**config.mk**
```make
export PLATFORM = sky130hd
export DESIGN_NAME = prca_ram
export DESIGN_NICKNAME = d
export VERILOG_FILES = /design/src/prca_ram.sv
export SDC_FILE = /design/constraint.sdc
export NUM_CORES = 1
export LEC_CHECK = 0
export BUFFER_PORTS_ARGS = -buffer_cell sky130_fd_sc_hd__buf_2
export CAP_MARGIN = 40
export CORE_ASPECT_RATIO = 1.1
export CORE_MARGIN = 5
export CORE_UTILIZATION = 50
export DETAILED_ROUTE_END_ITERATION = 8
export MAX_ROUTING_LAYER = met4
export PLACE_DENSITY = 0.67
export RECOVER_POWER = 50
export SYNTH_ARGS = -nofsm -noshare
export SYNTH_HDL_FRONTEND = slang
export SYNTH_SLANG_ARGS = --single-unit
export TNS_END_PERCENT = 50
```
**constraint.sdc**
```tcl
create_clock -name clk -period 4.3 [get_ports clk]
set_input_delay 0.43 -clock clk [delete_from_list [all_inputs] [get_ports clk]]
set_output_delay 0.43 -clock clk [all_outputs]
set_load 0.05 [all_outputs]
```
**src/prca_ram.sv**
```systemverilog
// Generic single-port RAM with registered read.
// Depends on nothing.
module prca_ram #(
	parameter int WIDTH = 8,
	parameter int DEPTH = 16
) (
	input  logic                     clk,
	input  logic                     en,
	input  logic                     we,
	input  logic [$clog2(DEPTH)-1:0] addr,
	input  logic [WIDTH-1:0]         wdata,
	output logic [WIDTH-1:0]         rdata
);

	logic [WIDTH-1:0] mem_q [DEPTH];

	always_ff @(posedge clk) begin
		if (en) begin
			if (we) begin
				mem_q[addr] <= wdata;
			end else begin
				rdata <= mem_q[addr];
			end
		end
	end

endmodule

```
Word level (Yosys, flattened, before mapping)
Memories as Yosys holds them, arrays and structs flattened. A register that Yosys moved wholly into a read port is not among the register bits.
Index checks and enable logic that the tools add are counted.
Word-level totals
  register bits after elaboration: 0
  latch bits: 0
  bits in writable memories: 128
  memory bits (read-only): 0
  input bits: 15
  output and inout port bits: 8
  word-level logic and storage cells: 6
  memories: 1
Operators by class
  add/sub/neg operators: 0
  multiply operators: 0
  div/mod/pow operators: 0
  order comparisons: 0
  eq/ne operators: 0
  shift operators: 0
  muxes and demuxes: 3
  bitwise gates (word level): 1
  reduce and logical (&&, ||, !) cells: 1
Memory list
  mem_q: depth 16, bits a word 8, rd ports 1, clocked after memory_dff 1, wr ports 1, line 15  | logic [WIDTH-1:0] mem_q [DEPTH];
Operators with widths (count)
  $mux W1: 3
  $reduce_and A2 Y1: 1
  $not A1 Y1: 1

Logic depth before layout (Yosys ltp)
  depth in word-level cells: 3
  depth in mapped cells: 5
  depth with buffers taken out: 3

Least setup slack after synthesis
Ideal clock, no wire load.
  path type: in2reg
  start point: in addr[0]
  end point: mem mem_q[0][0], enable pin
  setup time: 0.383 ns
  data arrival time: 1.769 ns
  required time: 3.917 ns
  path slack: 2.148 ns
  stages on the path: 4
  path buffers: 2
  path through: buf_6 buf_2 or3_1 nor3_1
RTL lines
  from (decl): line 10  | input logic [$clog2(DEPTH)-1:0] addr,
  to (decl): line 15
Straight into the memory's write port.

==> results.yml <==
run_status:
  outcome: "finished, final reports clean"
setup_path:
  rrSetupSlack_ns: 2.71
  ff2ff_path_depth: 3
  cpPeakStageDelay_ns: 0.56
  cp.arrival_ns: 2.28
  crit_type: "in2reg"
  startpoint: "addr[0]"
  slowest_stage: "mux4_2"
  startpoint_type: "input port"
  crit_fanout: 20
  crit_family: "buffers and inverters"
  regToRegStartpoint: "mem_q[0][4]"
  cp-end-kind: "flop"
  cp.required_ns: 4.45
  crit_chain: "buf_2 -> buf_4 -> mux4_2 -> a22oi_1 -> nand2_1"
  r2r-end: "rdata[4]"
  critPathBufInv: 2
floorplanning:
  die_w_microns: 108
  die_y_microns: 117
  rows: 39
  core-area_sq_um: 10300
  dieArea_sq_um: 12600
  pin_count: 23
  initial_core_util_pct: 50.6
detailed_routing:
  vias_per_cell: 5.73
  wl_microns: 10100
  drc_errors: 0
  drtIter0Drc: 236
  drt_pass1_iterations: 4
  num_vias: 2466
  ant_nets: 0
  wl_per_cell_microns: 23.6
synthesis:
  syn_nets: 249
  synth-xor-area-share_pct: 0
  synth_top_family_by_area: "multiplexers"
  synth_compound_area_share_pct: 2.29
  synthAdderAreaFrac_pct: 0
  avgSynthCellArea_sq_um: 22.4
  synth-simple-area-share_pct: 3.32
  yosys-mux-area-fraction_pct: 14.9
  seq_area_frac_synth_pct: 78.0
  synth.cell_area_sq_um: 5240
  synth_seq_cells: 136
  ys_warn_count: 0
  synth_cell_type_count: 18
  synthCells: 234
pwr:
  power_mw: 3.10
  vdd_drop_max_mv: 0.268
  leakage_nw: 2.02
  powerDensity_nw_per_um2: 505
timing:
  timing.final.crit_share_pct: 49.5
  fin_ws_ns: 2.17
  relSlewSlack_pct: 41.4
  worst_pin_slew_ns: 0.879
  final_hold_viol_count: 0
  tns_ns: 0
  fin_crit_ns: 2.13
  fin_skew_ns: 0.00946
  final_max_slew_viol_count: 0
  finalSetupViolations: 0
  rsz0062_at_grt: "false"
  max_freq_mhz: 470
cells_and_area:
  layout_commonest_cell: "edfxtp_1"
  regArea_sq_um: 4080
  num-nets-final: 289
  fillers: 760
  area_growth_pct: 17.0
  most-common-layout-cells: "136 x edfxtp_1, 17 x clkbuf_16, 16 x mux4_1, 16 x mux4_2, 16 x a22oi_1"
  multi_input_area_sq_um: 1070
  drive_above_1_share_pct: 23.0
  diodes: 0
  fin_util_pct: 59.2
hold_path:
  min_to: "mem_q[3][3]"
  holdPathStages: 2
  holdCritPathClass: "in2reg"
  min-delay-start: "addr[3]"
global_route:
  first_global_vias: 2520
  grt-ovfl-total: 0
  grt_pass1_wl_microns: 15800
  track_usage_pct: 18.1
  grt_max_degree: 37
  antenna_found_initial: 0
cts:
  cts-resized-gates: 0
  cts_inserted_buffers: 17
  clk_path_buf_depth: 2
  h-tree-depth: 4
  cts-root-buf: "clkbuf_16"
  cts_tree: "done"
  post-cts-setup-buffers: 0
  cts_hold_buf: 0
  path_clk_slew_ns: 0.06
  numClockSinks: 136
  clk_latency_ns: 0.40
flow_run:
  cap_violations: 0
placement:
  dpl.hpwl_microns: 6270
  place.port_buffers: 22
  place_congestion: 0.780
  dp_worst_setup_slack_ns: 1.68
worst reg2reg max path: stages, from the launching register on:
cell and delay (ns):
edfxtp_1 0.37, mux4_1 0.51, a22oi_1 0.36, nand2_1 0.09
per-layer routing:
| metal | vias to the layer above | wire length (microns) | track usage (%) |
|---|---|---|---|
| li1 | 1083 | - | - |
| met1 | 1276 | 4130 | 23.9 |
| met2 | 88 | 5220 | 27.5 |
| met3 | 19 | 568 | 4.23 |
| met4 | 0 | 209 | 7.02 |
| met5 | - | 0 | - |
registers in the layout, summed over array words and instances, names as in the netlist:
signal	cells
rdata	8
mem_q	128
cell families (layout without fill, tap and decap cells):
logic type | count (synthesis) | after routing
flip-flops | 136 | 136
AO/OA/AOI/OAI | 16 | 16
multiplexers | 32 | 32
buffers and inverters | 13 | 66
AND/OR/NAND/NOR | 37 | 37
layout make-up:
| type | count | share of cell area [%] |
|---|---|---|
| Sequential cell | 136 | 66.6 |
| Clock inverter | 14 | 2.94 |
| Tap cell | 143 | 2.92 |
| Timing Repair Buffer | 34 | 2.96 |
| Clock buffer | 18 | 7.00 |
| Multi-Input combinational cell | 85 | 17.5 |
report_power, final:
part / internal, mW / switching (mW) / total (mW)
clock network: 0.963 / 0.520 / 1.48
registers: 1.48 / 0.00423 / 1.48
logic: 0.0441 / 0.0834 / 0.128
total: 2.49 / 0.608 / 3.10
worst max path at each step:
| stage | endpoint | cells past startpoint |
|---|---|---|
| 3_3_place_gp | mem_q[1][0] | 3 |
| 2_1_floorplan | mem_q[0][0] | 4 |
| 4_1_cts | mem_q[7][7] | 3 |
| 3_5_place_dp | mem_q[7][0] | 3 |
| 6_report | rdata[0] | 5 |
| 5_1_grt | rdata[0] | 5 |
synthesized netlist by cell type (all sizes together):
cell type / n / share of area [%]
and2: 1 / 0.12
nand4b: 2 / 0.33
nor2b: 3 / 0.36
nand2: 10 / 0.72
clkbuf: 5 / 0.36
nand4: 1 / 0.12
nor3: 4 / 0.38
or3: 1 / 0.12
nand2b: 2 / 0.24
edfxtp: 136 / 78
nor2: 13 / 0.93
mux4: 32 / 15
buf: 8 / 1.1
a22oi: 16 / 2.3
metrics by stage:
step	cells	hold slack, ns	cell area, sq um
after detailed placement	397	0.749	5530
after CTS	429	0.401	6140
final	430	0.514	6130
after global placement	389	0.749	5470
after global routing	430	0.523	6130
after floorplan	234	0.529	5240
No activity file was read; power rests on OpenSTA's default activity.
