## config.mk

```make
export PLATFORM = sky130hd
export DESIGN_NAME = prca_div
export DESIGN_NICKNAME = d
export VERILOG_FILES = /design/src/prca_pkg.sv /design/src/prca_div.sv
export SDC_FILE = /design/constraint.sdc
export NUM_CORES = 1
export LEC_CHECK = 0
export ABC_AREA = 1
export BUFFER_PORTS_ARGS = -buffer_cell sky130_fd_sc_hd__buf_2
export CORE_UTILIZATION = 51
export CTS_CLUSTER_DIAMETER = 30
export CTS_CLUSTER_SIZE = 40
export DETAILED_ROUTE_END_ITERATION = 16
export GPL_ROUTABILITY_DRIVEN = 1
export HOLD_SLACK_MARGIN = 0.02
export PLACE_DENSITY = 0.77
export SLEW_MARGIN = 10
export SYNTH_ARGS = -nofsm -noshare
export SYNTH_HDL_FRONTEND = slang
export SYNTH_SLANG_ARGS = --single-unit
```

## constraint.sdc

```tcl
create_clock -name clk -period 1.9 [get_ports clk]
set_input_delay 0.095 -clock clk [delete_from_list [all_inputs] [get_ports clk]]
set_output_delay 0.095 -clock clk [all_outputs]
set_load 0.005 [all_outputs]
```

## src/prca_pkg.sv

```systemverilog
// Package for the per-residue contact average block.
// Field widths, the store entry layout, sequencer states and divider status.
// No dependencies.
package prca_pkg;

	localparam int RES_W          = 11;
	localparam int PROB_W         = 17;
	localparam int SUM_W          = 33;
	localparam int CNT_W          = 17;
	localparam int PROB_FRAC_BITS = 16;
	localparam int ENTRY_W        = SUM_W + CNT_W;
	localparam int DIV_CNT_W      = $clog2(CNT_W);

	localparam logic [PROB_W-1:0] PROB_ONE          = PROB_W'(1 << PROB_FRAC_BITS);
	localparam logic [RES_W-1:0]  RESIDUE_COUNT_RST = RES_W'(1024);

	localparam logic FUNC_ADD  = 1'b0;
	localparam logic FUNC_READ = 1'b1;

	typedef struct packed {
		logic [SUM_W-1:0] sum;
		logic [CNT_W-1:0] cnt;
	} entry_t;

	typedef struct packed {
		logic busy;
		logic done;
	} div_stat_t;

	typedef enum logic [3:0] {
		ST_CLEAR,
		ST_IDLE,
		ST_CHECK,
		ST_LOAD_A,
		ST_LOAD_B,
		ST_UPD,
		ST_WR_B,
		ST_DIV,
		ST_DONE
	} state_t;

endpackage

```

## src/prca_div.sv

```systemverilog
// Restoring divider, one quotient bit per cycle.
// Sum by count; quotient assumed to fit CNT_W bits. Uses prca_pkg.
module prca_div (
	input  logic                       clk,
	input  logic                       arst_n,
	input  logic                       start,
	input  logic [prca_pkg::SUM_W-1:0] dividend,
	input  logic [prca_pkg::CNT_W-1:0] divisor,
	output prca_pkg::div_stat_t        stat,
	output logic [prca_pkg::CNT_W-1:0] quotient
);
	import prca_pkg::*;

	logic [CNT_W-1:0]     rem_q;
	logic [CNT_W-1:0]     low_q;
	logic [CNT_W-1:0]     dvs_q;
	logic [DIV_CNT_W-1:0] cnt_q;
	logic                 busy_q;
	logic                 done_q;
	logic [CNT_W+1:0]     diff;
	logic                 ge;

	assign diff = {1'b0, rem_q, low_q[CNT_W-1]} - {2'b00, dvs_q};
	assign ge   = !diff[CNT_W+1];

	always_ff @(posedge clk or negedge arst_n) begin
		if (!arst_n) begin
			busy_q <= 1'b0;
			done_q <= 1'b0;
			cnt_q  <= '0;
		end else begin
			done_q <= 1'b0;
			if (start) begin
				busy_q <= 1'b1;
				cnt_q  <= DIV_CNT_W'(CNT_W - 1);
			end else if (busy_q) begin
				cnt_q <= cnt_q - 1'b1;
				if (cnt_q == '0) begin
					busy_q <= 1'b0;
					done_q <= 1'b1;
				end
			end
		end
	end

	always_ff @(posedge clk) begin
		if (start) begin
			rem_q <= {1'b0, dividend[SUM_W-1:CNT_W]};
			low_q <= dividend[CNT_W-1:0];
			dvs_q <= divisor;
		end else if (busy_q) begin
			rem_q <= ge ? diff[CNT_W-1:0] : {rem_q[CNT_W-2:0], low_q[CNT_W-1]};
			low_q <= {low_q[CNT_W-2:0], ge};
		end
	end

	assign stat.busy = busy_q;
	assign stat.done = done_q;
	assign quotient  = low_q;

endmodule

```

* Yosys cells after proc, flatten, opt, wreduce, memory -nomap -nowiden *
Index checks and enable logic that the tools add are counted.

storage, ports and cells
  bits in registers = 58
  bits of input ports = 53

operators by class
  $add $sub $neg = 2
  multiplexer cells = 13
  reductions and logical operators = 3

operators by type and width
  cell                                               count
  two-way mux 17 bit                                 3
  two-way mux 16 bit                                 2
  subtractor 18 x 17 -> 19 bit                       1
  two-way mux 5 bit                                  2
  two-way mux 1 bit                                  6
  zero test 5 bit                                    1
  subtractor 5 x 1 -> 5 bit (second input constant)  1
  nonzero test 2 bit                                 1
  zero test 1 bit                                    1

* Longest topological paths before layout *
Gate-level depths: netlist of the first run.

  depth in word-level cells = 4
  gate-level depth with buffers = 14
  gate-level depth less buffers = 14

* Least setup slack after synthesis of the first run *
No wires, ideal clock.

  kind = register -> register
  start point = register low_q[16] (netlist: quotient[16])
  end point = register rem_q[6] (data pin)
  arrival time = 1.772 ns
  path slack = -0.124 ns
  stages on the path, launching flop included = 13
  buffers on the path = 1
  clock period less this slack = 2.024 ns
  cell sequence = edfxtp_1 -> inv_1 -> ha_1 -> fa_1 -> inv_1 -> nand3_1 -> nand3_2 -> nand2_4 -> nand2_4 -> buf_12 -> nand2_2 -> nand3_2 -> nand2_1

on the way
  cells in the longest elaborated chain, start to end = 4

RTL lines
  what                          line            text
  start: declaration            prca_div.sv:15  logic [CNT_W-1:0] low_q;
  start signal: assignment      prca_div.sv:49  low_q <= dividend[CNT_W-1:0];
  start signal: assignment      prca_div.sv:53  low_q <= {low_q[CNT_W-2:0], ge};
  subtractor 18 x 17 -> 19 bit  prca_div.sv:23  assign diff = {1'b0, rem_q, low_q[CNT_W-1]} - {2'b00, dvs_q};
  two-way mux 17 bit            prca_div.sv:52  rem_q <= ge ? diff[CNT_W-1:0] : {rem_q[CNT_W-2:0], low_q[CNT_W-1]};
  two-way mux 16 bit            prca_div.sv:51  end else if (busy_q) begin
  two-way mux 16 bit            prca_div.sv:47  if (start) begin
  end signal: assignment        prca_div.sv:48  rem_q <= {1'b0, dividend[SUM_W-1:CNT_W]};
  end signal: assignment        prca_div.sv:52
  end: declaration              prca_div.sv:14  logic [CNT_W-1:0] rem_q;

Every way passes these cells. The select of a mux whose other input is x is not followed.
A chain may end at the register's enable or synchronous reset.

* Worst setup path after layout of the first run *
  start point = register rem_q[5]
  end point = register rem_q[12] (data pin)

on the way
  cells in the longest elaborated chain, start to end = 4

RTL lines
  what                          line
  subtractor 18 x 17 -> 19 bit  prca_div.sv:23
  two-way mux 17 bit            prca_div.sv:52
  two-way mux 16 bit            prca_div.sv:51
  two-way mux 16 bit            prca_div.sv:47

Every way passes these cells. The select of a mux whose other input is x is not followed.

==> results.yml, run 1 <==
worst_setup_path:
  worstSetupEndpointType: "flop"
  timing.critical_path.required_ps: 1980
  worst_path_dominant_cell_family: "simple AND/OR/NAND/NOR gates"
  setup.worst_path.start_class: "flop"
  timing.critical_path.fanout_max: 5
  rr_endpoint: "rem_q[12]"
  critical_path.startpoint: "rem_q[5]"
  critPathKind: "reg -> reg"
  crit_arrival_ps: 2320
  cpMostUsedCell: "nand2_1"
  reg2reg_setup_slack_ps: -340
  critPathBufInv: 1
  crit_chain: "ha_1, nand2_1, nor2_2, nand2_2, nand3_4, nand2_8, nand2_8, buf_12, nand3_2, nand2_1, nand2_1"
  cpPeakStageDelay_ps: 450
  crit-reg2reg-launch: "rem_q[5]"
  rr_worst_depth: 11
  critical_path.slowest_cell: "edfxtp_1"
cells_and_area:
  antennaDiodeCount: 0
  final_core_util_pct: 77.9
  count_of_nets_after_finishing: 705
  layoutNonFillerInstCount: 736
  drive_gt1_share_pct: 39.1
  syn2layout_area_growth_pct: 48.3
power_and_ir_drop:
  cell_internal_pwr_mw: 5.10
  power_share_of_the_clock_group_pct: 12.1
  power.share.switching_pct: 43.7
  p_seq_share_pct: 23.4
  static-leakage-power_nw: 2.87
  vdd_ir_drop_max_v: 0.000869
  power.density_cell_area_mw_per_mm2: 1610
  power.combinational.fraction_pct: 64.5
  power_switching_mw: 3.96
global_routing:
  grt_util_all_layers_pct: 26.6
  first_global_vias: 3576
  grt_antenna_before_repair: 0
  grt_residual_overflow: 0
  grt_max_degree: 33
  grt_first_pass_wirelength_mm: 15.7
clock_network:
  clkLatencyLatePin_ps: 330
  cts.clk_slew.worst_paths_ps: 70
  cts_htree_levels: 3
  clk_root_buffer_cell: "clkbuf_8"
  numCtsBuffers: 9
  numClockSinks: 58
  cts-root-to-sink-buffers: 2
  cts_tree: "built"
logic_synthesis:
  post_synthesis_cells: 475
  yosys.area.top_type: "edfxtp_1"
  yosys_register_bits: 58
  synth_common_cells: "nand2_1, inv_1, edfxtp_1"
  ys.warnings.count: 0
  postSynth.asyncResetShare_pct: 12.1
  synth.distinct_cells: 34
  synth_most_common_cell: "nand2_1"
  synth_area_per_cell_um2: 7.98
  synth-edff-count: 50
  most_instantiated_flip_flop_cell_in_the_synthesis_netlist: "edfxtp_1"
  sequential_element_share_of_the_synthesized_area_pct: 44.8
  synthesis.area_mm2: 0.00379
  synth_top_area_share_pct: 39.6
  syn_nets: 548
  post_synth_main_area_contributors: "edfxtp_1, nand2_1, inv_1"
routing:
  route.detailed.vias_per_inst: 5.42
  first_pass_detailed_route_iteration_total: 5
  drc: 0
  num_vias: 3989
  drt-wirelength-per-cell_um: 16.5
  violation_count_after_the_first_detailed_routing_iteration: 364
  drt-total-wl_mm: 12.1
  ant_nets: 0
worst_hold_path:
  min_path_cells: 3
  hold_path.class: "in -> reg"
  whs_endpoint: "rem_q[4]"
  holdCritStartpoint: "dividend[21]"
floorplan:
  core_mm2: 0.00721
  die_width_um: 88.2
  chipHeight_um: 88.2
  io_pins: 72
  die-area_mm2: 0.00778
  placement_rows: 31
  initial_utilization_pct: 52.5
sta:
  final_period_minus_worst_setup_slack_ps: 2240
  count_of_final_max_slew_check_failures: 0
  worst_pin_slew_ps: 367
  hold_viol: 0
  fin_crit_sh_pct: 118
  fin_skew_ps: 9.40
  setup_repair_after_global_routing_missed_its_margin: "yes"
  report.final.setup_viol: 18
  relative_slew_slack_pct: 75.5
  fmax_mhz: 446
  setup_ws_ps: -340
placed_design:
  routabilityCongestion: 0.892
  hpwlAfterDp_mm: 6.68
  io_buffer_count: 71
  placedCellCount: 685
run_status:
  violations_in_the_final_reports: "setup timing"
  run_status: "finished, violations left"
flow_run:
  max_cap_viol_count: 0
## what timing repair did
action,in CTS,in global routing
hold endpoints to repair,27,0
setup endpoints to repair,18,18
cloned,0,1
hold buffers,21,0
setup buffers,3,10
gates resized for setup,10,78
pin swaps,0,20
## worst reg2reg max path: cells and delay by family (launching register included)
| kind | cells | cell delay, ps |
|---|---|---|
| simple gates | 9 | 1030 |
| fa+ha+maj | 1 | 370 |
| buf+inv | 1 | 140 |
| flops | 1 | 450 |
## metal layers
metal  share of wire [%]  track usage (%)
met1                  40             32.0
met2                  48             46.0
met3                 7.9             5.97
met4                 4.2             10.9
met5                   0                0
## state kept, by name, summed over array words and instances, names as in the netlist
register / cells
busy_q: 1
cnt_q: 5
done_q: 1
dvs_q: 17
quotient: 17
rem_q: 17
## power by group through the flow
stage	Clock [mW]	Sequential, mW	Combinational [mW]
floorplan	0	1.99	2.65
global placement	0	2.04	3.98
detailed placement	0	2.04	4.10
CTS	1.10	2.03	4.30
global route	1.16	2.14	6.25
finish	1.10	2.12	5.84
## logic make-up (layout without fill, tap and decap cells)
group / count (synthesis) / in the layout / synth area share (%)
AO/OA/AOI/OAI: 21 / 21 / 3.30
XOR/XNOR: 7 / 7 / 1.62
adder cells (fa/ha/maj): 20 / 20 / 6.80
buffers and inverters: 87 / 249 / 9.47
flip-flops: 58 / 58 / 44.8
AND/OR/NAND/NOR: 282 / 282 / 34.1
## worst max path at each step
stage / cells after the start / to
2_1_floorplan: 12 / rem_q[6]
3_3_place_gp: 13 / rem_q[12]
3_5_place_dp: 12 / rem_q[7]
4_1_cts: 11 / rem_q[7]
5_1_grt: 11 / rem_q[12]
6_report: 11 / rem_q[12]
## metrics by stage
stage / area, µm² / hold slack, ps / setup WS [ps] / TNS (ps) / power [mW]
after global placement: 4660 / -68.8 / -119 / -1400 / 6.02
final: 5620 / 35.3 / -340 / -4910 / 9.06
after floorplan: 3820 / -201 / 7.92 / 0 / 4.64
after global routing: 5620 / 33.3 / -408 / -6070 / 9.54
after CTS: 5120 / 20.1 / -157 / -2140 / 7.43
after detailed placement: 4660 / -64.6 / -168 / -2340 / 6.14
## layout make-up
class | instances | area [µm²]
multi-input cells | 330 | 2170
clock buffers | 15 | 188
repair buffers | 158 | 1150
fillers | 405 | 1590
flip-flops and latches | 58 | 1700
well taps | 99 | 124
clock inverters | 1 | 5.00
inverters | 75 | 284
## placed cells by master, fill, tap and decap left out, drive strengths merged, types with 6 or more instances in the layout
cell and instances:
clkbuf 16, ha 19, a21oi 12, inv 74, dfrtp 7, edfxtp 50, nand3 43, nor2 22
nand3b 10, dlygate4sd3 21, o21ai 6, nand2 197, buf 136
(Power assumes the default switching activity.)
==> inputs of run 2 (changes only) <==
- CORE_UTILIZATION: 51 -> 54
- PLACE_DENSITY: 0.77 -> 0.78
- clock period: 1.9 -> 2.2 ns (I/O delays scaled with it)
==> results.yml, run 2 (synthesized netlist as in run 1, its figures left out) <==
placed_design:
  io_buffer_count: 71
  hpwlAfterDp_mm: 6.58
  dp_slack_ps: 15.8
  detailed_place.area_mm2: 0.00430
  placedCellCount: 645
  routabilityCongestion: 0.974
sta:
  report.final.setup_viol: 0
  worst_pin_slew_ps: 512
  final_period_minus_worst_setup_slack_ps: 2120
  relative_slew_slack_pct: 65.8
  fin_skew_ps: 14.1
  count_of_final_max_slew_check_failures: 0
  hold_viol: 0
  whs_ps: 41.8
  setup-tns-final_ps: 0
  fin_crit_sh_pct: 96.5
  setup_ws_ps: 76.6
  fmax_mhz: 471
floorplan:
  die-area_mm2: 0.00736
  initial_utilization_pct: 55.8
  die_width_um: 85.8
  chipHeight_um: 85.8
  placement_rows: 30
  io_pins: 72
  core_mm2: 0.00679
power_and_ir_drop:
  report.power.total_mw: 5.99
  power.combinational.fraction_pct: 54.6
  power_switching_mw: 2.59
  cell_internal_pwr_mw: 3.40
  power_share_of_the_clock_group_pct: 15.6
  p_seq_share_pct: 29.8
  vdd_ir_drop_max_v: 0.000630
  power.density_cell_area_mw_per_mm2: 1250
  power.share.switching_pct: 43.3
  static-leakage-power_nw: 2.49
worst_setup_path:
  cpMostUsedCell: "nand2_1"
  cpPeakStageDelay_ps: 420
  worst_path_dominant_cell_family: "simple AND/OR/NAND/NOR gates"
  reg2reg_setup_slack_ps: 80
  critPathBufInv: 3
  critical_path.startpoint: "rem_q[4]"
  timing.critical_path.fanout_max: 7
  critPathKind: "reg -> reg"
  rr_worst_depth: 14
  critical_path_depth: 14
  critical_path.slowest_cell: "edfxtp_1"
  worstSetupEndpointType: "flop"
  crit-reg2reg-launch: "rem_q[4]"
  setup.worst_path.end: "rem_q[13]"
  rr_endpoint: "rem_q[13]"
  crit_chain: "ha_2, nand2_1, inv_1, nand2_1, nand2_1, nand2_1, nand3_2, nand2_4, buf_4, nand3_1, nand2_1, inv_1, nand2_1, nand2_1"
  crit_arrival_ps: 2220
  timing.critical_path.required_ps: 2300
  setup.worst_path.start_class: "flop"
clock_network:
  cts_tree: "built"
  cts-root-to-sink-buffers: 2
  clkLatencyLatePin_ps: 340
  clk_root_buffer_cell: "clkbuf_8"
  cts.clk_slew.worst_paths_ps: 70
  cts_htree_levels: 3
  numClockSinks: 58
  numCtsBuffers: 9
cells_and_area:
  seqCellArea_mm2: 0.00170
  multiInputGateArea_mm2: 0.00182
  drive_gt1_share_pct: 25.2
  antennaDiodeCount: 0
  syn2layout_area_growth_pct: 26.1
  final_common_cell: "nand2_1"
  final_core_util_pct: 70.4
  filler_cells: 527
  layoutNonFillerInstCount: 680
  most-common-layout-cells: "nand2_1, inv_1, buf_2"
  post-route-cell-area_mm2: 0.00478
  count_of_nets_after_finishing: 652
routing:
  num_vias: 3495
  route.detailed.vias_per_inst: 5.14
  ant_nets: 0
  violation_count_after_the_first_detailed_routing_iteration: 318
  drt-wirelength-per-cell_um: 13.5
  first_pass_detailed_route_iteration_total: 6
  drc: 0
  drt-total-wl_mm: 9.15
global_routing:
  grt_first_pass_wirelength_mm: 15.0
  first_global_vias: 3329
  grt_antenna_before_repair: 0
  grt_max_degree: 50
  grt_util_all_layers_pct: 26.5
  grt_residual_overflow: 0
run_status:
  run_status: "complete, no violations"
worst_hold_path:
  hold_path.class: "in -> reg"
flow_run:
  max_cap_viol_count: 0
run 2: cell types whose count changed in the layout (fill, tap and decap cells not counted), sizes merged:
cell / delta
clkinvlp: +2
clkinv: +1
clkbuf: -4
buf: -49
dlygate4sd3: -3
run 2: worst min path at each step:
stage / startpoint / to / slack [ps] / cells past startpoint
after floorplan: arst_n / busy_q / -190 / 0
after global placement: arst_n / busy_q / -50 / 1
after detailed placement: arst_n / done_q / -50 / 1
after CTS: dividend[13] / quotient[13] / 20 / 3
after global routing: dividend[13] / quotient[13] / 30 / 3
final: dividend[2] / quotient[2] / 40 / 3
run 2: power by group through the flow:
stage	logic (mW)	clock network [mW]	registers, mW
2_1_floorplan	2.25	0	1.72
3_3_place_gp	2.87	0	1.75
3_5_place_dp	2.95	0	1.76
4_1_cts	3.04	0.958	1.75
5_1_grt	3.63	1.00	1.81
6_report	3.27	0.935	1.79
run 2: layer usage:
| layer | share of wire (%) | global-route usage (%) |
|---|---|---|
| met5 | 0 | 0 |
| met4 | 2.1 | 9.24 |
| met3 | 7.0 | 6.26 |
| met2 | 48 | 44.9 |
| met1 | 43 | 33.4 |
run 2: layout make-up:
cell class / count / area share (%)
Clock inverter: 4 / 0.523
Clock buffer: 12 / 3.48
Timing Repair Buffer: 105 / 14.0
Tap cell: 96 / 2.51
Inverter: 75 / 5.89
Sequential cell: 58 / 35.5
Multi-Input combinational cell: 330 / 38.1
run 2: timing repair:
item,CTS,global route
hold endpoints to repair,24,0
buffers inserted,0,1
endpoints found under the setup margin,5,15
pin swaps,0,2
resized for setup,2,18
hold buffers,18,0
cloned,0,0
run 2: worst reg2reg max path: cells and delay by family, from the launching register on:
| kind | cells | cell delay (ps) |
|---|---|---|
| adder cells (fa/ha/maj) | 1 | 350 |
| buffers and inverters | 3 | 250 |
| flip-flops | 1 | 420 |
| AND/OR/NAND/NOR | 10 | 860 |
